`src/hdl/c6502_pkg.sv`:
```
// Package for the 6502 bus core: micro-step codes, addressing modes,
// access kinds, the decoded-class record and the front-to-back queue entry.
// No dependencies.
package c6502_pkg;

  localparam logic [3:0] ST_VLO    = 4'd0;
  localparam logic [3:0] ST_VHI    = 4'd1;
  localparam logic [3:0] ST_OP     = 4'd2;
  localparam logic [3:0] ST_OPD1   = 4'd3;
  localparam logic [3:0] ST_OPD2   = 4'd4;
  localparam logic [3:0] ST_PTR_LO = 4'd5;
  localparam logic [3:0] ST_PTR_HI = 4'd6;
  localparam logic [3:0] ST_DATA   = 4'd7;
  localparam logic [3:0] ST_PULL1  = 4'd8;
  localparam logic [3:0] ST_PULL2  = 4'd9;
  localparam logic [3:0] ST_PULL3  = 4'd10;

  typedef enum logic [4:0] {
    M_IMP, M_IMM, M_ZP, M_ZPX, M_ZPY, M_ABS, M_ABX, M_ABY, M_IZX, M_IZY,
    M_REL, M_BRK, M_JSR, M_RTI, M_RTS, M_PHA, M_PHP, M_PLA, M_PLP, M_JMP, M_JMPI
  } mode_e;

  typedef enum logic [1:0] {K_READ, K_RMW, K_STORE} kind_e;

  typedef struct packed {
    mode_e mode;
    kind_e kind;
  } cls_t;

  typedef struct packed {
    logic [7:0] read_data;
    logic       nmi_request;
  } item_t;

  // One bus access as it leaves the core.
  typedef struct packed {
    logic [15:0] addr;
    logic [7:0]  wdata;
    logic        is_write;
    logic        fetch;
    logic        last;
  } acc_t;

  localparam logic [15:0] VEC_RESET = 16'hFFFC;
  localparam logic [15:0] VEC_BRK   = 16'hFFFE;
  localparam logic [15:0] VEC_NMI   = 16'hFFFA;
  localparam logic [7:0]  FLAGS_RST = 8'h24;
  localparam logic [7:0]  SP_RST    = 8'hFD;
  localparam int          QDEPTH    = 2;
  localparam int          MAXRES    = 4;

  function automatic cls_t classify(input logic [7:0] op);
    logic [1:0] cc;
    logic [2:0] bbb;
    logic [2:0] aaa;
    kind_e k2;
    kind_e k0;
    cls_t r;
    cc  = op[1:0];
    bbb = op[4:2];
    aaa = op[7:5];
    k2 = (aaa == 3'd4) ? K_STORE : (aaa == 3'd5) ? K_READ : K_RMW;
    k0 = (aaa == 3'd4) ? K_STORE : K_READ;
    r.mode = M_IMP;
    r.kind = K_READ;
    if (cc == 2'd1) begin
      if (op != 8'h89) begin
        r.kind = (aaa == 3'd4) ? K_STORE : K_READ;
        case (bbb)
          3'd0: r.mode = M_IZX;
          3'd1: r.mode = M_ZP;
          3'd2: r.mode = M_IMM;
          3'd3: r.mode = M_ABS;
          3'd4: r.mode = M_IZY;
          3'd5: r.mode = M_ZPX;
          3'd6: r.mode = M_ABY;
          default: r.mode = M_ABX;
        endcase
      end
    end else if (cc == 2'd2) begin
      case (bbb)
        3'd0: if (op == 8'hA2) r.mode = M_IMM;
        3'd1: begin r.mode = M_ZP; r.kind = k2; end
        3'd3: begin r.mode = M_ABS; r.kind = k2; end
        3'd5: begin
          r.mode = (aaa == 3'd4 || aaa == 3'd5) ? M_ZPY : M_ZPX;
          r.kind = k2;
        end
        3'd7: begin
          if (aaa == 3'd5) r.mode = M_ABY;
          else if (aaa != 3'd4) begin r.mode = M_ABX; r.kind = K_RMW; end
        end
        default: r.mode = M_IMP;
      endcase
    end else if (cc == 2'd0) begin
      case (bbb)
        3'd0: begin
          case (aaa)
            3'd0: r.mode = M_BRK;
            3'd1: r.mode = M_JSR;
            3'd2: r.mode = M_RTI;
            3'd3: r.mode = M_RTS;
            3'd4: r.mode = M_IMP;
            default: r.mode = M_IMM;
          endcase
        end
        3'd1: if (!(aaa == 3'd0 || aaa == 3'd2 || aaa == 3'd3)) begin
          r.mode = M_ZP; r.kind = k0;
        end
        3'd2: begin
          case (aaa)
            3'd0: r.mode = M_PHP;
            3'd1: r.mode = M_PLP;
            3'd2: r.mode = M_PHA;
            3'd3: r.mode = M_PLA;
            default: r.mode = M_IMP;
          endcase
        end
        3'd3: begin
          if (aaa == 3'd2) r.mode = M_JMP;
          else if (aaa == 3'd3) r.mode = M_JMPI;
          else if (aaa != 3'd0) begin r.mode = M_ABS; r.kind = k0; end
        end
        3'd4: r.mode = M_REL;
        3'd5: if (aaa == 3'd4 || aaa == 3'd5) begin r.mode = M_ZPX; r.kind = k0; end
        3'd7: if (aaa == 3'd5) r.mode = M_ABX;
        default: r.mode = M_IMP;
      endcase
    end
    return r;
  endfunction

endpackage

```
`src/hdl/c6502_front.sv`:
```
// Front end: takes bus responses, stalls only when the queue is full.
// Depends on c6502_pkg.
module c6502_front import c6502_pkg::*; (
  input  logic       clk_i,
  input  logic       rst_ni,
  input  logic       in_valid_i,
  output logic       in_stall_o,
  input  logic [7:0] read_data_i,
  input  logic       nmi_request_i,
  output logic       q_valid_o,
  input  logic       q_pop_i,
  output item_t      q_head_o
);
  item_t      buf_q [QDEPTH];
  logic       wp_q, wp_d, rp_q, rp_d;
  logic [1:0] cnt_q, cnt_d;
  logic       push;

  assign in_stall_o = (cnt_q == 2'(QDEPTH));
  assign push = in_valid_i && !in_stall_o;
  assign q_valid_o = (cnt_q != 2'd0);
  assign q_head_o = buf_q[rp_q];

  always_comb begin
    wp_d = wp_q + 1'(push);
    rp_d = rp_q + 1'(q_pop_i && q_valid_o);
    cnt_d = cnt_q + 2'(push) - 2'(q_pop_i && q_valid_o);
  end

  always_ff @(posedge clk_i or negedge rst_ni) begin
    if (!rst_ni) begin
      wp_q <= 1'b0;
      rp_q <= 1'b0;
      cnt_q <= 2'd0;
    end else begin
      wp_q <= wp_d;
      rp_q <= rp_d;
      cnt_q <= cnt_d;
    end
  end

  always_ff @(posedge clk_i) begin
    if (push) begin
      buf_q[wp_q].read_data <= read_data_i;
      buf_q[wp_q].nmi_request <= nmi_request_i;
    end
  end
endmodule

```
`src/hdl/c6502_back.sv`:
```
// Back end: executes one queued response per step and streams its accesses
// through a registered output slot. Depends on c6502_pkg.
module c6502_back import c6502_pkg::*; (
  input  logic        clk_i,
  input  logic        rst_ni,
  input  logic        q_valid_i,
  output logic        q_pop_o,
  input  item_t       q_head_i,
  output logic        out_valid_o,
  input  logic        out_stall_i,
  output acc_t        out_o
);
  logic [7:0]  a_q, a_d, x_q, x_d, y_q, y_d, p_q, p_d, s_q, s_d;
  logic [15:0] pc_q, pc_d, al_q, al_d;
  logic [7:0]  op_q, op_d, dl_q, dl_d;
  logic [3:0]  st_q, st_d;

  acc_t        acc_q [MAXRES];
  acc_t        acc_d [MAXRES];
  logic [2:0]  n_q, n_d;
  logic [1:0]  idx_q;
  logic [2:0]  n;
  logic        busy;
  logic        slot_free;

  assign busy = (n_q != 3'd0);
  assign out_valid_o = busy;
  assign out_o = acc_q[idx_q];
  assign slot_free = !busy || (!out_stall_i && idx_q == 2'(n_q - 3'd1));
  assign q_pop_o = q_valid_i && slot_free;

  function automatic logic [7:0] nz(input logic [7:0] f, input logic [7:0] v);
    return (f & 8'h7D) | (v & 8'h80) | ((v == 8'd0) ? 8'h02 : 8'h00);
  endfunction

  always_comb begin
    logic [7:0] b, v, r, sub, st8;
    logic [8:0] sum;
    logic       c;
    cls_t       cl, cln;
    logic [15:0] base, addr, off;
    logic [2:0] aaa;
    logic       do_acc, take;
    logic [1:0] cc;
    logic [7:0] pushed;
    logic       brk, irq;
    a_d = a_q; x_d = x_q; y_d = y_q; p_d = p_q; s_d = s_q;
    pc_d = pc_q; al_d = al_q; op_d = op_q; dl_d = dl_q; st_d = st_q;
    for (int i = 0; i < MAXRES; i++) acc_d[i] = '0;
    n = 3'd0;
    b = q_head_i.read_data;
    cl = classify(op_q);
    base = {b, dl_q};
    addr = 16'd0;
    do_acc = 1'b0;
    v = 8'd0; r = 8'd0; sum = 9'd0; sub = 8'd0; st8 = 8'd0; c = 1'b0;
    off = 16'd0; aaa = op_q[7:5]; cc = op_q[1:0]; take = 1'b0;
    cln = classify(b);
    pushed = 8'd0;
    brk = 1'b0; irq = 1'b0;

    case (st_q)
      ST_VLO: begin
        dl_d = b;
        acc_d[0] = '{addr: al_q + 16'd1, wdata: 8'd0, is_write: 1'b0, fetch: 1'b0,
                     last: 1'b1};
        n = 3'd1; st_d = ST_VHI;
      end
      ST_VHI: begin pc_d = base; end
      ST_OP: begin
        if (q_head_i.nmi_request) begin
          irq = 1'b1;
          pushed = (p_q & 8'hEF) | 8'h20;
        end else begin
          op_d = b;
          pc_d = pc_q + 16'd1;
          case (cln.mode)
            M_IMP: begin
              case (b)
                8'h0A: begin p_d = {p_q[7:1], a_q[7]}; a_d = {a_q[6:0], 1'b0}; end
                8'h2A: begin p_d = {p_q[7:1], a_q[7]}; a_d = {a_q[6:0], p_q[0]}; end
                8'h4A: begin p_d = {p_q[7:1], a_q[0]}; a_d = {1'b0, a_q[7:1]}; end
                8'h6A: begin p_d = {p_q[7:1], a_q[0]}; a_d = {p_q[0], a_q[7:1]}; end
                8'h18: p_d = p_q & 8'hFE;
                8'h38: p_d = p_q | 8'h01;
                8'h58: p_d = p_q & 8'hFB;
                8'h78: p_d = p_q | 8'h04;
                8'hB8: p_d = p_q & 8'hBF;
                8'hD8: p_d = p_q & 8'hF7;
                8'hF8: p_d = p_q | 8'h08;
                8'hAA: x_d = a_q;
                8'hA8: y_d = a_q;
                8'hBA: x_d = s_q;
                8'h8A: a_d = x_q;
                8'h9A: s_d = x_q;
                8'h98: a_d = y_q;
                8'hE8: x_d = x_q + 8'd1;
                8'hC8: y_d = y_q + 8'd1;
                8'hCA: x_d = x_q - 8'd1;
                8'h88: y_d = y_q - 8'd1;
                default: ;
              endcase
              case (b)
                8'h0A, 8'h2A, 8'h4A, 8'h6A, 8'h8A, 8'h98: p_d = nz(p_d, a_d);
                8'hAA, 8'hBA, 8'hE8, 8'hCA: p_d = nz(p_d, x_d);
                8'hA8, 8'hC8, 8'h88: p_d = nz(p_d, y_d);
                default: ;
              endcase
            end
            M_PHA: begin
              acc_d[0] = '{addr: {8'h01, s_q}, wdata: a_q, is_write: 1'b1, fetch: 1'b0,
                           last: 1'b0};
              n = 3'd1; s_d = s_q - 8'd1;
            end
            M_PHP: begin
              acc_d[0] = '{addr: {8'h01, s_q}, wdata: p_q | 8'h30, is_write: 1'b1,
                           fetch: 1'b0, last: 1'b0};
              n = 3'd1; s_d = s_q - 8'd1;
            end
            M_PLA, M_PLP, M_RTS, M_RTI: begin
              s_d = s_q + 8'd1;
              acc_d[0] = '{addr: {8'h01, s_d}, wdata: 8'd0, is_write: 1'b0, fetch: 1'b0,
                           last: 1'b1};
              n = 3'd1; st_d = ST_PULL1;
            end
            M_BRK: begin
              brk = 1'b1; irq = 1'b1;
              pushed = p_q | 8'h30;
            end
            default: begin
              acc_d[0] = '{addr: pc_q + 16'd1, wdata: 8'd0, is_write: 1'b0,
                           fetch: 1'b0, last: 1'b1};
              pc_d = pc_q + 16'd2;
              n = 3'd1; st_d = ST_OPD1;
            end
          endcase
        end
      end
      ST_OPD1: begin
        case (cl.mode)
          M_IMM: begin v = b; take = 1'b1; end
          M_REL: begin
            case (aaa[2:1])
              2'd0: c = p_q[7];
              2'd1: c = p_q[6];
              2'd2: c = p_q[0];
              default: c = p_q[1];
            endcase
            if (c == aaa[0]) begin
              off = {{8{b[7]}}, b};
              pc_d = pc_q + off;
            end
          end
          M_ZP:  begin addr = {8'd0, b}; do_acc = 1'b1; end
          M_ZPX: begin addr = {8'd0, b + x_q}; do_acc = 1'b1; end
          M_ZPY: begin addr = {8'd0, b + y_q}; do_acc = 1'b1; end
          M_IZX, M_IZY: begin
            al_d = (cl.mode == M_IZX) ? {8'd0, b + x_q} : {8'd0, b};
            acc_d[0] = '{addr: al_d, wdata: 8'd0, is_write: 1'b0, fetch: 1'b0, last: 1'b1};
            n = 3'd1; st_d = ST_PTR_LO;
          end
          M_JSR: begin
            dl_d = b;
            acc_d[0] = '{addr: {8'h01, s_q}, wdata: pc_q[15:8], is_write: 1'b1,
                         fetch: 1'b0, last: 1'b0};
            acc_d[1] = '{addr: {8'h01, s_q - 8'd1}, wdata: pc_q[7:0], is_write: 1'b1,
                         fetch: 1'b0, last: 1'b0};
            acc_d[2] = '{addr: pc_q, wdata: 8'd0, is_write: 1'b0, fetch: 1'b0, last: 1'b1};
            s_d = s_q - 8'd2;
            n = 3'd3; st_d = ST_OPD2;
          end
          default: begin
            dl_d = b;
            acc_d[0] = '{addr: pc_q, wdata: 8'd0, is_write: 1'b0, fetch: 1'b0, last: 1'b1};
            pc_d = pc_q + 16'd1;
            n = 3'd1; st_d = ST_OPD2;
          end
        endcase
      end
      ST_OPD2: begin
        case (cl.mode)
          M_JSR, M_JMP: pc_d = base;
          M_JMPI: begin
            al_d = base;
            acc_d[0] = '{addr: base, wdata: 8'd0, is_write: 1'b0, fetch: 1'b0, last: 1'b1};
            n = 3'd1; st_d = ST_PTR_LO;
          end
          M_ABS: begin addr = base; do_acc = 1'b1; end
          M_ABX: begin addr = base + {8'd0, x_q}; do_acc = 1'b1; end
          M_ABY: begin addr = base + {8'd0, y_q}; do_acc = 1'b1; end
          default: ;
        endcase
      end
      ST_PTR_LO: begin
        dl_d = b;
        if (cl.mode == M_JMPI) addr = {al_q[15:8], al_q[7:0] + 8'd1};
        else addr = {8'd0, al_q[7:0] + 8'd1};
        acc_d[0] = '{addr: addr, wdata: 8'd0, is_write: 1'b0, fetch: 1'b0, last: 1'b1};
        n = 3'd1; st_d = ST_PTR_HI;
      end
      ST_PTR_HI: begin
        if (cl.mode == M_JMPI) pc_d = base;
        else begin
          addr = (cl.mode == M_IZY) ? base + {8'd0, y_q} : base;
          do_acc = 1'b1;
        end
      end
      ST_DATA: begin
        if (cl.kind == K_RMW) begin
          r = b;
          case (aaa)
            3'd0: begin c = b[7]; r = {b[6:0], 1'b0}; end
            3'd1: begin c = b[7]; r = {b[6:0], p_q[0]}; end
            3'd2: begin c = b[0]; r = {1'b0, b[7:1]}; end
            3'd3: begin c = b[0]; r = {p_q[0], b[7:1]}; end
            3'd6: begin c = p_q[0]; r = b - 8'd1; end
            3'd7: begin c = p_q[0]; r = b + 8'd1; end
            default: c = p_q[0];
          endcase
          p_d = nz({p_q[7:1], c}, r);
          acc_d[0] = '{addr: al_q, wdata: b, is_write: 1'b1, fetch: 1'b0, last: 1'b0};
          acc_d[1] = '{addr: al_q, wdata: r, is_write: 1'b1, fetch: 1'b0, last: 1'b0};
          n = 3'd2;
        end else begin
          v = b; take = 1'b1;
        end
      end
      ST_PULL1: begin
        if (cl.mode == M_PLA) begin a_d = b; p_d = nz(p_q, b); end
        else if (cl.mode == M_PLP) p_d = (b & 8'hEF) | 8'h20;
        else begin
          if (cl.mode == M_RTI) p_d = (b & 8'hEF) | 8'h20;
          else dl_d = b;
          s_d = s_q + 8'd1;
          acc_d[0] = '{addr: {8'h01, s_d}, wdata: 8'd0, is_write: 1'b0, fetch: 1'b0,
                       last: 1'b1};
          n = 3'd1; st_d = ST_PULL2;
        end
      end
      ST_PULL2: begin
        if (cl.mode == M_RTI) begin
          dl_d = b; s_d = s_q + 8'd1;
          acc_d[0] = '{addr: {8'h01, s_d}, wdata: 8'd0, is_write: 1'b0, fetch: 1'b0,
                       last: 1'b1};
          n = 3'd1; st_d = ST_PULL3;
        end else pc_d = base + 16'd1;
      end
      ST_PULL3: pc_d = base;
      default: ;
    endcase

    // Operand consumers shared by immediate and memory read forms.
    if (take) begin
      if (cc == 2'd1) begin
        case (aaa)
          3'd0: begin a_d = a_q | v; p_d = nz(p_q, a_d); end
          3'd1: begin a_d = a_q & v; p_d = nz(p_q, a_d); end
          3'd2: begin a_d = a_q ^ v; p_d = nz(p_q, a_d); end
          3'd3, 3'd7: begin
            sub = (aaa == 3'd7) ? ~v : v;
            sum = {1'b0, a_q} + {1'b0, sub} + {8'd0, p_q[0]};
            st8 = p_q & 8'hBE;
            st8[0] = sum[8];
            st8[6] = (a_q[7] ^ sum[7]) & (sub[7] ^ sum[7]);
            a_d = sum[7:0];
            p_d = nz(st8, sum[7:0]);
          end
          3'd5: begin a_d = v; p_d = nz(p_q, v); end
          3'd6: begin
            sum = {1'b0, a_q} - {1'b0, v};
            p_d = nz(p_q, sum[7:0]); p_d[0] = !sum[8];
          end
          default: ;
        endcase
      end else if (cc == 2'd2) begin
        x_d = v; p_d = nz(p_q, v);
      end else begin
        case (aaa)
          3'd1: p_d = (p_q & 8'h3D) | (v & 8'hC0) | (((a_q & v) == 8'd0) ? 8'h02 : 8'h00);
          3'd5: begin y_d = v; p_d = nz(p_q, v); end
          3'd6, 3'd7: begin
            sum = {1'b0, (aaa == 3'd6) ? y_q : x_q} - {1'b0, v};
            p_d = nz(p_q, sum[7:0]); p_d[0] = !sum[8];
          end
          default: ;
        endcase
      end
    end

    if (do_acc) begin
      al_d = addr;
      if (cl.kind == K_STORE) begin
        acc_d[0] = '{addr: addr, wdata: (cc == 2'd1) ? a_q : (cc == 2'd2) ? x_q : y_q,
                     is_write: 1'b1, fetch: 1'b0, last: 1'b0};
        n = 3'd1;
      end else begin
        acc_d[0] = '{addr: addr, wdata: 8'd0, is_write: 1'b0, fetch: 1'b0, last: 1'b1};
        n = 3'd1; st_d = ST_DATA;
      end
    end

    if (irq) begin
      logic [15:0] rpc;
      rpc = brk ? pc_q + 16'd2 : pc_q;
      pc_d = rpc;
      acc_d[0] = '{addr: {8'h01, s_q}, wdata: rpc[15:8], is_write: 1'b1, fetch: 1'b0,
                   last: 1'b0};
      acc_d[1] = '{addr: {8'h01, s_q - 8'd1}, wdata: rpc[7:0], is_write: 1'b1,
                   fetch: 1'b0, last: 1'b0};
      acc_d[2] = '{addr: {8'h01, s_q - 8'd2}, wdata: pushed, is_write: 1'b1,
                   fetch: 1'b0, last: 1'b0};
      acc_d[3] = '{addr: brk ? VEC_BRK : VEC_NMI, wdata: 8'd0, is_write: 1'b0,
                   fetch: 1'b0, last: 1'b1};
      s_d = s_q - 8'd3;
      p_d = p_q | 8'h04;
      al_d = brk ? VEC_BRK : VEC_NMI;
      n = 3'd4; st_d = ST_VLO;
    end else if (n == 3'd0 || !acc_d[2'(n - 3'd1)].last) begin
      // Every path that did not issue its own read ends with an opcode fetch.
      acc_d[2'(n)] = '{addr: pc_d, wdata: 8'd0, is_write: 1'b0, fetch: 1'b1, last: 1'b1};
      n = n + 3'd1;
      st_d = ST_OP;
    end
    n_d = n;
  end

  always_ff @(posedge clk_i or negedge rst_ni) begin
    if (!rst_ni) begin
      a_q <= 8'd0; x_q <= 8'd0; y_q <= 8'd0; p_q <= FLAGS_RST; s_q <= SP_RST;
      pc_q <= 16'd0; al_q <= VEC_RESET; op_q <= 8'd0; dl_q <= 8'd0; st_q <= ST_VLO;
      n_q <= 3'd0; idx_q <= 2'd0;
    end else if (q_pop_o) begin
      a_q <= a_d; x_q <= x_d; y_q <= y_d; p_q <= p_d; s_q <= s_d;
      pc_q <= pc_d; al_q <= al_d; op_q <= op_d; dl_q <= dl_d; st_q <= st_d;
      n_q <= n_d; idx_q <= 2'd0;
    end else if (busy && !out_stall_i) begin
      if (idx_q == 2'(n_q - 3'd1)) n_q <= 3'd0;
      else idx_q <= idx_q + 2'd1;
    end
  end

  always_ff @(posedge clk_i) begin
    if (q_pop_o) begin
      for (int i = 0; i < MAXRES; i++) acc_q[i] <= acc_d[i];
    end
  end
endmodule

```
`src/hdl/cpu_6502_bus_core.sv`:
```
// 6502 bus core: response channel in, bus access channel out.
// Depends on c6502_pkg, c6502_front and c6502_back.
//
// The input channel carries the byte answering the previous read request and
// an NMI line. For each accepted transaction the core emits, in order, up to
// three writes and then exactly one read request marked last_access.
// After reset the outstanding request is a read of 0xFFFC; the first input
// is that byte. Reset asynchronously sets the registers and control state;
// queue entries and the access buffer are not reset. The front end queues
// up to two transactions and raises in_stall_o only when both slots are full.
// The back end executes one transaction in the cycle it takes it and loads
// its accesses into a registered output buffer behind the queue. Throughput
// is one transaction per cycle when each produces one access and out_stall_i
// is low; a transaction with more accesses presents them in turn on the
// output port (up to four for BRK and NMI). When out_stall_i is high the
// current access holds and the queue absorbs further input until it fills.
module cpu_6502_bus_core import c6502_pkg::*; (
  input  logic        clk_i,
  input  logic        rst_ni,
  input  logic        in_valid_i,
  output logic        in_stall_o,
  input  logic [7:0]  read_data_i,
  input  logic        nmi_request_i,
  output logic        out_valid_o,
  input  logic        out_stall_i,
  output logic [15:0] bus_address_o,
  output logic [7:0]  bus_write_data_o,
  output logic        bus_is_write_o,
  output logic        opcode_fetch_o,
  output logic        last_access_o
);
  logic  q_valid, q_pop;
  item_t q_head;
  acc_t  acc;

  c6502_front u_front (
    .clk_i, .rst_ni, .in_valid_i, .in_stall_o, .read_data_i, .nmi_request_i,
    .q_valid_o(q_valid), .q_pop_i(q_pop), .q_head_o(q_head)
  );

  c6502_back u_back (
    .clk_i, .rst_ni, .q_valid_i(q_valid), .q_pop_o(q_pop), .q_head_i(q_head),
    .out_valid_o, .out_stall_i, .out_o(acc)
  );

  assign bus_address_o    = acc.addr;
  assign bus_write_data_o = acc.wdata;
  assign bus_is_write_o   = acc.is_write;
  assign opcode_fetch_o   = acc.fetch;
  assign last_access_o    = acc.last;
endmodule

```
`config.mk`:
```
export PLATFORM = sky130hd
export DESIGN_NAME = cpu_6502_bus_core
export DESIGN_NICKNAME = d
export VERILOG_FILES = /design/src/hdl/c6502_pkg.sv /design/src/hdl/c6502_front.sv /design/src/hdl/c6502_back.sv /design/src/hdl/cpu_6502_bus_core.sv
export SDC_FILE = /design/constraint.sdc
export NUM_CORES = 1
export LEC_CHECK = 0
export ABC_AREA = 1
export BUFFER_PORTS_ARGS = -buffer_cell sky130_fd_sc_hd__clkbuf_2
export CORE_MARGIN = 3
export CORE_UTILIZATION = 35
export CTS_CLUSTER_DIAMETER = 30
export DETAILED_ROUTE_END_ITERATION = 6
export MAX_ROUTING_LAYER = met4
export PLACE_DENSITY = 0.51
export SETUP_SLACK_MARGIN = 0.1
export SYNTH_ARGS = -nofsm -noshare
export SYNTH_HDL_FRONTEND = slang
export SYNTH_SLANG_ARGS = --single-unit
export TNS_END_PERCENT = 20
```
`constraint.sdc`:
```
create_clock -name clk_i -period 7.5 [get_ports clk_i]
set_clock_uncertainty 0.15 [all_clocks]
set_input_delay 0 -clock clk_i [delete_from_list [all_inputs] [get_ports clk_i]]
set_output_delay 0 -clock clk_i [all_outputs]
set_load 0.1 [all_outputs]
```
# [Yosys cells after proc, flatten, opt, wreduce, memory -nomap -nowiden]
# Memory sizes are Yosys's and may differ from the RTL's.
# Index checks and enable logic that the tools add are counted.
[word_totals] ff_bits=101 ramBits=126 input_bits=13 output_inout_bits=29 elab_cells=526 n_memories=2
[op_classes] add_sub_neg=32 order_cmp=3 eq_ne=112 n_mux=241 bitwise_logic=37 n_reduce_logical=83
[mem_list] name="u_back.acc_q" depth=4 word_bits=27 rd=1 rd_ports_with_merged_regs=0 wr=4 line="c6502_back.sv:18" rtl="acc_t acc_q [MAXRES];"
[mem_list] name="u_front.buf_q" depth=2 word_bits=9 rd=1 rd_ports_with_merged_regs=0 wr=1 line="c6502_front.sv:14" rtl="item_t buf_q [QDEPTH];"
[op_table] operator="$mux 8" n=63
[op_table] operator="$mux 16" n=15
[op_table] operator="$mux 108" n=2
[op_table] operator="$pmux 27 s8" n=1
[op_table] operator="$mux 27" n=6
[op_table] operator="$pmux 8 s3" n=6
[op_table] operator="$pmux 8 s6" n=3
[op_table] operator="$eq 8x8->1 const B" n=15
[op_table] operator="$bwmux 108" n=1
[op_table] operator="$pmux 27 s4" n=1
[op_table] operator="$or 8x8->8" n=13
[op_table] operator="$logic_not 8->1" n=12
[op_table] operator="$or 7x8->8" n=12
[op_table] operator="$pmux 16 s6" n=1
[op_table] operator="$pmux 8 s4" n=3
[op_table] operator="$pmux 4 s7" n=3
[op_table] operator="$pmux 27 s3" n=1
[op_table] operator="$pmux 5 s7" n=2
[op_table] operator="$pmux 16 s2" n=2
[op_table] operator="$pmux 16 s4" n=1
[op_table] operator="$pmux 7 s9" n=1
[op_table] operator="$bmux 27 s2" n=1
[op_table] operator="$demux 27 s2" n=1
[op_table] operator="$mux 54" n=1
[op_table] operator="other kinds (104)" n=341

# [Depth between registers and ports, before layout]
# Gate-level depths: netlist (run 1).
# An unclocked memory read counts as a cell.
[logic_depth] ltp_word=26 mapped_depth=33 ltp_nobuf=32

# [By module]
# Synthesis (run 1) repeated with hierarchy kept, for this count alone.
[hier_totals] cells_unflattened=3714 hier_area_um2=24202.0
[by_module_without_submodules] module="c6502_back" instances=1 cells_each=3637 area_per_inst_um2=23294.8 seq_area_each_um2=5347.6
[by_module_without_submodules] module="c6502_front" instances=1 cells_each=77 area_per_inst_um2=907.1 seq_area_each_um2=640.6

# [Least setup slack after synthesis (run 1)]
# OpenSTA, ideal clock, no wires.
[synth_path] kind="flip-flop to flip-flop" startpoint="reg u_back.n_q[0]" endpoint="reg u_front.cnt_q[1]" setup_ps=79 arrival_time_ps=5934 t_required_ps=7271 setup_slack_ps=1337 stages_incl_launch_ff=14 path_buffers=2 synth_period_minus_slack_ps=6163 cell_sequence="dfrtp_1 > inv_1 > ha_1 > nand2_1 > inv_1 > nand2_1 > nand2_1 > clkbuf_1 > buf_1 > ha_1 > inv_1 > ha_1 > xnor2_1 > xor2_1"
[synth_between] elab_cells_between_ends=9 cone_classes="add/sub: 2; eq/ne: 1; reduce/logical: 6"
[synth_lines] element="start, declared" line="c6502_back.sv:20" rtl="logic [2:0] n_q, n_d;"
[synth_lines] element="start signal, assigned" line="c6502_back.sv:331" rtl="n_q <= 3'd0; idx_q <= 2'd0;"
[synth_lines] element="start signal, assigned" line="c6502_back.sv:335" rtl="n_q <= n_d; idx_q <= 2'd0;"
[synth_lines] element="start signal, assigned" line="c6502_back.sv:337" rtl="if (idx_q == 2'(n_q - 3'd1)) n_q <= 3'd0;"
[synth_lines] element="$reduce_bool 3->1" line="c6502_back.sv:26" rtl="assign busy = (n_q != 3'd0);"
[synth_lines] element="named net out_valid_o" line="cpu_6502_bus_core.sv:24" rtl="output logic out_valid_o,"
[synth_lines] element="$logic_not 1->1" line="c6502_back.sv:29" rtl="assign slot_free = !busy || (!out_stall_i && idx_q == 2'(n_q - 3'd1));"
[synth_lines] element="$logic_or 1x1->1" line="c6502_back.sv:29"
[synth_lines] element="$logic_and 1x1->1" line="c6502_back.sv:30" rtl="assign q_pop_o = q_valid_i && slot_free;"
[synth_lines] element="named net q_pop" line="cpu_6502_bus_core.sv:32" rtl="logic q_valid, q_pop;"
[synth_lines] element="$logic_and 1x1->1" line="c6502_front.sv:27" rtl="cnt_d = cnt_q + 2'(push) - 2'(q_pop_i && q_valid_o);"
[synth_lines] element="$sub 2x1->2" line="c6502_front.sv:27"
[synth_lines] element="named net u_front.cnt_d[1]" line="c6502_front.sv:16" rtl="logic [1:0] cnt_q, cnt_d;"
[synth_lines] element="end signal, assigned" line="c6502_front.sv:38" rtl="cnt_q <= cnt_d;"
[synth_lines] element="end, declared" line="c6502_front.sv:16"
# The timed path passes the listed nets, and every way through them passes these cells.
# A chain may end at the register's enable or synchronous reset.

# [Final worst setup path (run 1)]
[layout_path] startpoint="reg u_back.op_q[7]" endpoint="reg u_back.p_q[1]"
[layout_between] elab_chain_cells=22 elab_cells_between_ends=102 cone_classes="add/sub: 4; eq/ne: 15; mux: 55; bitwise: 13; reduce/logical: 15"
[layout_lines] element="start, declared" line="c6502_back.sv:15" rtl="logic [7:0] op_q, op_d, dl_q, dl_d;"
[layout_lines] element="start signal, assigned" line="c6502_back.sv:334" rtl="pc_q <= pc_d; al_q <= al_d; op_q <= op_d; dl_q <= dl_d; st_q <= st_d;"
[layout_lines] element="$eq 3x3->1"
[layout_lines] element="$mux 2" line="c6502_pkg.sv:63, c6502_pkg.sv:68"
[layout_lines] element="$mux 5" line="c6502_pkg.sv:122" rtl="else if (aaa != 3'd0) begin r.mode = M_ABS; r.kind = k0; end"
[layout_lines] element="$mux 2" line="c6502_pkg.sv:121" rtl="else if (aaa == 3'd3) r.mode = M_JMPI;"
[layout_lines] element="$mux 2" line="c6502_pkg.sv:120" rtl="if (aaa == 3'd2) r.mode = M_JMP;"
[layout_lines] element="$pmux 2 s3" line="c6502_pkg.sv:96" rtl="case (bbb)"
[layout_lines] element="$mux 7" line="c6502_pkg.sv:95" rtl="end else if (cc == 2'd0) begin"
[layout_lines] element="$mux 7" line="c6502_pkg.sv:80" rtl="end else if (cc == 2'd2) begin"
[layout_lines] element="[... 6 more ...]"
[layout_lines] element="$add 8x8->9" line="c6502_back.sv:261" rtl="sum = {1'b0, a_q} + {1'b0, sub} + {8'd0, p_q[0]};"
[layout_lines] element="$add 9x1->9" line="c6502_back.sv:261"
[layout_lines] element="$logic_not 8->1" line="c6502_back.sv:33" rtl="return (f & 8'h7D) | (v & 8'h80) | ((v == 8'd0) ? 8'h02 : 8'h00);"
[layout_lines] element="$mux 2" line="c6502_back.sv:33"
[layout_lines] element="$or 8x8->8" line="c6502_back.sv:33"
[layout_lines] element="$pmux 8 s6" line="c6502_back.sv:255" rtl="case (aaa)"
[layout_lines] element="$mux 8" line="c6502_back.sv:254" rtl="if (cc == 2'd1) begin"
[layout_lines] element="$mux 8 *" line="c6502_back.sv:253" rtl="if (take) begin"
[layout_lines] element="end signal, assigned" line="c6502_back.sv:329" rtl="a_q <= 8'd0; x_q <= 8'd0; y_q <= 8'd0; p_q <= FLAGS_RST; s_q <= SP_RST;"
[layout_lines] element="end signal, assigned" line="c6502_back.sv:333" rtl="a_q <= a_d; x_q <= x_d; y_q <= y_d; p_q <= p_d; s_q <= s_d;"
[layout_lines] element="end, declared" line="c6502_back.sv:13" rtl="logic [7:0] a_q, a_d, x_q, x_d, y_q, y_d, p_q, p_d, s_q, s_d;"
# Mark *: on every way between the ends. The rest lies on a longest branch, timed or not. The select of a mux whose other input is x is not followed.

==> results.yml, run 1 <==
outcome:
  status: "finished with violations"
  violations: "DRC"
sta:
  fin_crit_sh_pct: 84.6
  fmax_mhz: 158
  max_slew.worst_pin.slew_ns: 1.28
  timing.hold.ws_ns: 0.0196
  fin_crit_ns: 6.34
  max_slew_margin_pct: 14.2
  tns_ns: 0
  rsz0062_at_grt: "no"
  setup_viol: 0
  drv_slew: 0
  finalHoldViolations: 0
placed_design:
  port_buffers: 41
  postPlaceCellArea_mm2: 0.0252
  dp_hpwl_mm: 95.4
  routabilityCongestion: 1.07
global_routing:
  grt_pass1_vias: 26700
  antenna_found_initial: 5
  grt_max_degree: 147
  grt_pass1_wl_mm: 183
  grt_util_all_layers_pct: 35.5
  grt-ovfl-total: 0
clocking:
  clk_latency_ns: 0.61
  cts-buffers-inserted: 71
  cts_sinks: 215
  cts_tree: "done"
  cts_root_buffer: "clkbuf_16"
  post_cts_buffers: 0
  cts.htree.levels: 3
  clkTransAtPathRegs_ns: 0.04
  clockBufferDepth: 3
setup_path:
  crit_start: "u_back.op_q[7]"
  reg2reg_from: "u_back.op_q[7]"
  path_class: "register to register"
  critPathRequiredTime_ns: 7.88
  path_delay_family: "simple AND/OR/NAND/NOR gates"
  cp_slowest_cell: "dfrtp_1"
  path_max_fanout: 14
  cp_common_cell: "nand2_1"
  cp.buffers_inverters: 3
  startpoint_type: "register"
  end_kind: "register"
  crit_path_max_incr_delay_ns: 0.76
  arrival_ns: 6.72
layout:
  utilization_pct: 41.4
  final-seq-area_mm2: 0.00599
  final_area_mm2: 0.0280
  layout.nets: 3935
  num-fill-cells: 7328
  drive_gt1_share_pct: 9.36
  multi_input_area_mm2: 0.0159
  area_growth_pct: 16.2
detailed_routing:
  routed_wl_mm: 126
  dr.pass1.iters: 7
  drc_errors: 9
  postRouteAntennaNets: 0
  viasPerCell: 5.97
  drt_iter0_drc: 3799
  vias: 28200
  wire_per_inst_um: 26.7
synth:
  synth_edf_count: 116
  async_flop_share_pct: 46.0
  syn_nets: 3903
  yosysUniqueCellTypes: 65
  synth_ff_type: "edfxtp_1"
  ys_seq_area_share_pct: 24.9
  ys_ff_latch: 215
  syn_area_per_cell_um2: 6.40
  syn_area_mm2: 0.0241
  postSynthCellCount: 3759
  yosysWarningCount: 0
die:
  num_rows: 95
  ios: 42
  die_x_um: 268
  core_area_mm2: 0.0676
  fp.dieH_um: 268
  floorplan.die_area_mm2: 0.0720
  start_util_pct: 35.6
worst_hold_path:
  hp-class: "input port to register"
  min-delay-start: "read_data_i[4]"
flow_run:
  maxCapViolations: 0
metal layers:
metal	track usage, %	wire length (µm)	part of all wire, %
met3	6.70	12000	9.5
met2	53.2	54100	43
met1	44.5	51000	40
met4	21.3	8880	7.0
met5	-	0	0
registers in the layout (all words and copies together), names as in the netlist:
name,flops
u_back.a_q,8
u_back.acc_q,98
u_back.al_q,16
u_back.dl_q,8
u_back.idx_q,2
u_back.n_q,3
u_back.op_q,8
u_back.p_q,6
u_back.pc_q,16
u_back.s_q,8
u_back.st_q,4
u_back.x_q,8
u_back.y_q,8
u_front.buf_q,18
u_front.cnt_q,2
u_front.rp_q,1
u_front.wp_q,1
stage by stage:
stage	worst slack, ns	instances
3_3_place_gp	1.34	4569
4_1_cts	1.31	4721
6_report	1.16	4730
3_5_place_dp	1.29	4569
5_1_grt	0.725	4727
2_1_floorplan	1.34	3759
worst register-to-register path: cells and delay by family, from the launching register on:
family	cells	cell delay (ns)
buf+inv	3	0.62
flops	1	0.76
xor+xnor	2	0.42
compound gates	5	0.94
simple gates	16	2.70
fa+ha+maj	2	0.68
Yosys cell counts (18+ instances only):
cell type,count,area share [%]
buf_2,31,0.64
dfrtp_1,77,8.0
nand4_1,42,1.1
inv_1,371,5.8
edfxtp_1,116,14
o22ai_1,100,2.6
a21oi_1,251,5.2
a22oi_1,21,0.65
nand2_1,889,14
o211ai_1,78,2.4
o21ai_0,375,7.8
or2_2,24,0.62
o221ai_1,18,0.65
clkbuf_1,113,1.8
nor3_1,53,1.1
o21ai_1,21,0.44
xor2_1,91,3.3
dfstp_2,22,2.4
nand2_2,18,0.47
nand3_1,290,6.0
nor2_1,399,6.2
ha_1,121,6.3
final timing paths:
path | end | slack [ns] | cells past startpoint
worst max-delay path | u_back.p_q[1] | 1.16 | 28
worst min-delay path | u_front.buf_q[1][5] | 0.02 | 2
worst max register to register | u_back.p_q[1] | 1.16 | 28
worst min register to register | u_back.p_q[2] | 0.38 | 2
max in group asynchronous | u_back.op_q[4] | 5.70 | 4
min in group asynchronous | u_back.al_q[4] | 0.44 | 3
cells by family after synthesis:
logic type,synth area share [%]
flops,24.9
xor+xnor,3.89
compound gates,23.3
simple gates,31.5
fa+ha+maj,7.12
buf+inv,9.29
cell usage in the layout, fill, tap and decap left out, types with 19 or more instances in the layout:
| master | n |
|---|---|
| a22oi_1 | 21 |
| dlygate4sd3_1 | 21 |
| a21oi_1 | 251 |
| nor2_1 | 398 |
| inv_1 | 370 |
| o22ai_1 | 100 |
| ha_1 | 121 |
| buf_4 | 64 |
| clkbuf_2 | 40 |
| nand3_1 | 290 |
| or2_2 | 24 |
| edfxtp_1 | 116 |
| nand2_1 | 887 |
| clkbuf_16 | 71 |
| nand2_2 | 19 |
| o211ai_1 | 78 |
| nand4_1 | 42 |
| o21ai_0 | 375 |
| dfstp_2 | 22 |
| nor3_1 | 53 |
| dfrtp_1 | 77 |
| xor2_1 | 91 |
timing repair:
action	4_1_cts	5_1_grt
hold buffers	22	0
endpoints found under the hold margin	67	0
gates resized for setup	0	0
final cells by class:
cell class / instances / share of cell area [%]
Sequential cell: 215 / 21.4
Antenna cell: 9 / 0.0805
Clock inverter: 42 / 2.16
Tap cell: 873 / 3.91
Timing Repair Buffer: 127 / 3.35
Inverter: 397 / 5.36
Clock buffer: 88 / 6.97
Multi-Input combinational cell: 2979 / 56.8
Power of run 1 is not shown: default switching activity piles up to over one toggle a cycle in this logic, so the estimate is an artifact.
==> inputs of run 2 (changes only) <==
Clock period 7.5 ns to 6.2 ns, I/O delays scaled along.
==> run 2 against run 1 <==
The run now ends clean. Global-route usage increased by 0.76 points. First-iteration DRC count down 2.3%. Worst hold slack lost 0.0042 ns. Register-to-register slack got worse by 0.36 ns. Setup slack lost 0.36 ns. Via count up 0.67%. Core utilization is 0.11 points higher. Routed wire length grew 2.1%. Critical endpoint unchanged. Highest routed layer unchanged.
==> results.yml, run 2 (synthesized netlist as in run 1, its figures left out) <==
layout:
  final_common_cell: "nand2_1"
  area_growth_pct: 16.5
  regMostFlops: "u_back.acc_q"
  drive_gt1_share_pct: 10.1
  utilization_pct: 41.5
  final_cell_mix: "nand2_1, nor2_1, o21ai_0, inv_1, nand3_1"
  final_area_mm2: 0.0280
  layout.nets: 3977
  biggestRegsByFlops: "u_back.acc_q (98), u_front.buf_q (18)"
  largest_reg_flops: 98
global_routing:
  grt_max_degree: 142
  grt_pass1_vias: 27000
  antenna_found_initial: 5
  grt-ovfl-total: 0
  grt_pass1_wl_mm: 186
  grt_util_all_layers_pct: 36.3
clocking:
  clkTransAtPathRegs_ns: 0.04
  cts.htree.levels: 3
  cts_tree: "done"
  cts-buffers-inserted: 69
  cts_root_buffer: "clkbuf_16"
  clk_latency_ns: 0.62
  clockBufferDepth: 3
  cts_sinks: 215
sta:
  fin_crit_ns: 5.40
  finalHoldViolations: 0
  drv_slew: 0
  fin_crit_sh_pct: 87.1
  fmax_mhz: 185
  tns_ns: 0
  setup_viol: 0
  rsz0062_at_grt: "no"
  max_slew.worst_pin.slew_ns: 0.995
  max_slew_margin_pct: 33.4
detailed_routing:
  routed_wl_mm: 129
  drt_iter0_drc: 3711
  postRouteAntennaNets: 0
  drc_errors: 0
  dr.pass1.iters: 6
  wire_per_inst_um: 27.0
  viasPerCell: 5.96
  vias: 28400
flow_run:
  maxCapViolations: 0
setup_path:
  startpoint_type: "register"
  r2r_setup_slack_ns: 0.80
  path_class: "register to register"
  path_delay_family: "simple AND/OR/NAND/NOR gates"
  cp_common_cell: "nand2_1"
  arrival_ns: 5.74
  cp.buffers_inverters: 4
  end_kind: "register"
  crit_start: "u_back.op_q[6]"
  path_max_fanout: 10
  reg2reg_to: "u_back.p_q[1]"
  crit_path_max_incr_delay_ns: 0.56
  reg2reg_from: "u_back.op_q[6]"
  critPathRequiredTime_ns: 6.54
  reg2reg_depth: 29
  cp_slowest_cell: "dfrtp_2"
worst_hold_path:
  hp-class: "input port to register"
  min_to: "u_front.buf_q[1][1]"
  whs_path_depth: 2
  min-delay-start: "read_data_i[0]"
placed_design:
  routabilityCongestion: 1.05
  port_buffers: 41
  postPlaceCellArea_mm2: 0.0255
  dp_hpwl_mm: 98.7
die:
  die_x_um: 268
  ios: 42
  num_rows: 95
  floorplan.die_area_mm2: 0.0720
  core_area_mm2: 0.0676
  fp.dieH_um: 268
  start_util_pct: 35.6
outcome:
  status: "complete, no violations"
==> run 2: changes by cell type in the layout (fill, tap and decap cells not counted), moves of 5 or more <==
cell | previous run | this run
buf_12 | 1 | 6
clkbuf_1 | 6 | 13
clkinv_4 | 7 | 2
bufinv_16 | 10 | 5
diode_2 | 9 | 4
buf_4 | 64 | 104
clkbuf_8 | 11 | 6
==> run 2: worst max path at each step <==
stage / end / slack (ns) / cells after the start
CTS: u_back.p_q[1] / 0.70 / 29
finish: u_back.p_q[1] / 0.80 / 29
global route: u_back.p_q[7] / 0.23 / 30
global placement: u_back.p_q[7] / 0.76 / 29
floorplan: u_front.cnt_q[1] / 0.24 / 13
detailed placement: u_back.a_q[6] / 0.73 / 26
==> run 2: worst register-to-register path, delay by kind of cell, from the launching register on <==
kind / cells / cell delay (ns)
compound gates: 6 / 0.85
xor+xnor: 2 / 0.42
fa+ha+maj: 2 / 0.62
buf+inv: 4 / 0.55
flops: 1 / 0.56
simple gates: 15 / 2.15
==> run 2: area by class of cell <==
cell class                      count  area [µm²]
Antenna cell                        4        10.0
Clock buffer                       88        1860
Inverter                          397        1500
Tap cell                          873        1090
Clock inverter                     38         398
Multi-Input combinational cell   2979       15900
Fill cell                        7310       39600
Sequential cell                   215        5990
Timing Repair Buffer              171        1310
==> run 2: per-layer routing <==
layer	track usage (%)	part of all wire (%)	vias to the layer above
li1	-	-	13000
met1	44.8	40	13300
met5	-	0	-
met4	21.5	6.9	0
met3	7.80	9.4	412
met2	54.5	43	1613
==> run 2: stage by stage <==
step           hold WS [ns]  setup slack [ns]  cells
2_1_floorplan        -0.446             0.242   3759
3_3_place_gp        -0.0614             0.765   4613
3_5_place_dp        -0.0614             0.726   4613
4_1_cts             0.00216             0.705   4761
5_1_grt              0.0495             0.225   4764
6_report             0.0153             0.801   4765
==> run 2: repair_timing <==
action / CTS / global route
gates resized for setup: 0 / 3
setup endpoints to repair: 0 / 1
hold buffers: 22 / 0
buffers inserted: 0 / 0
hold endpoints to repair: 71 / 0
Power of run 2 is left out for the same reason.
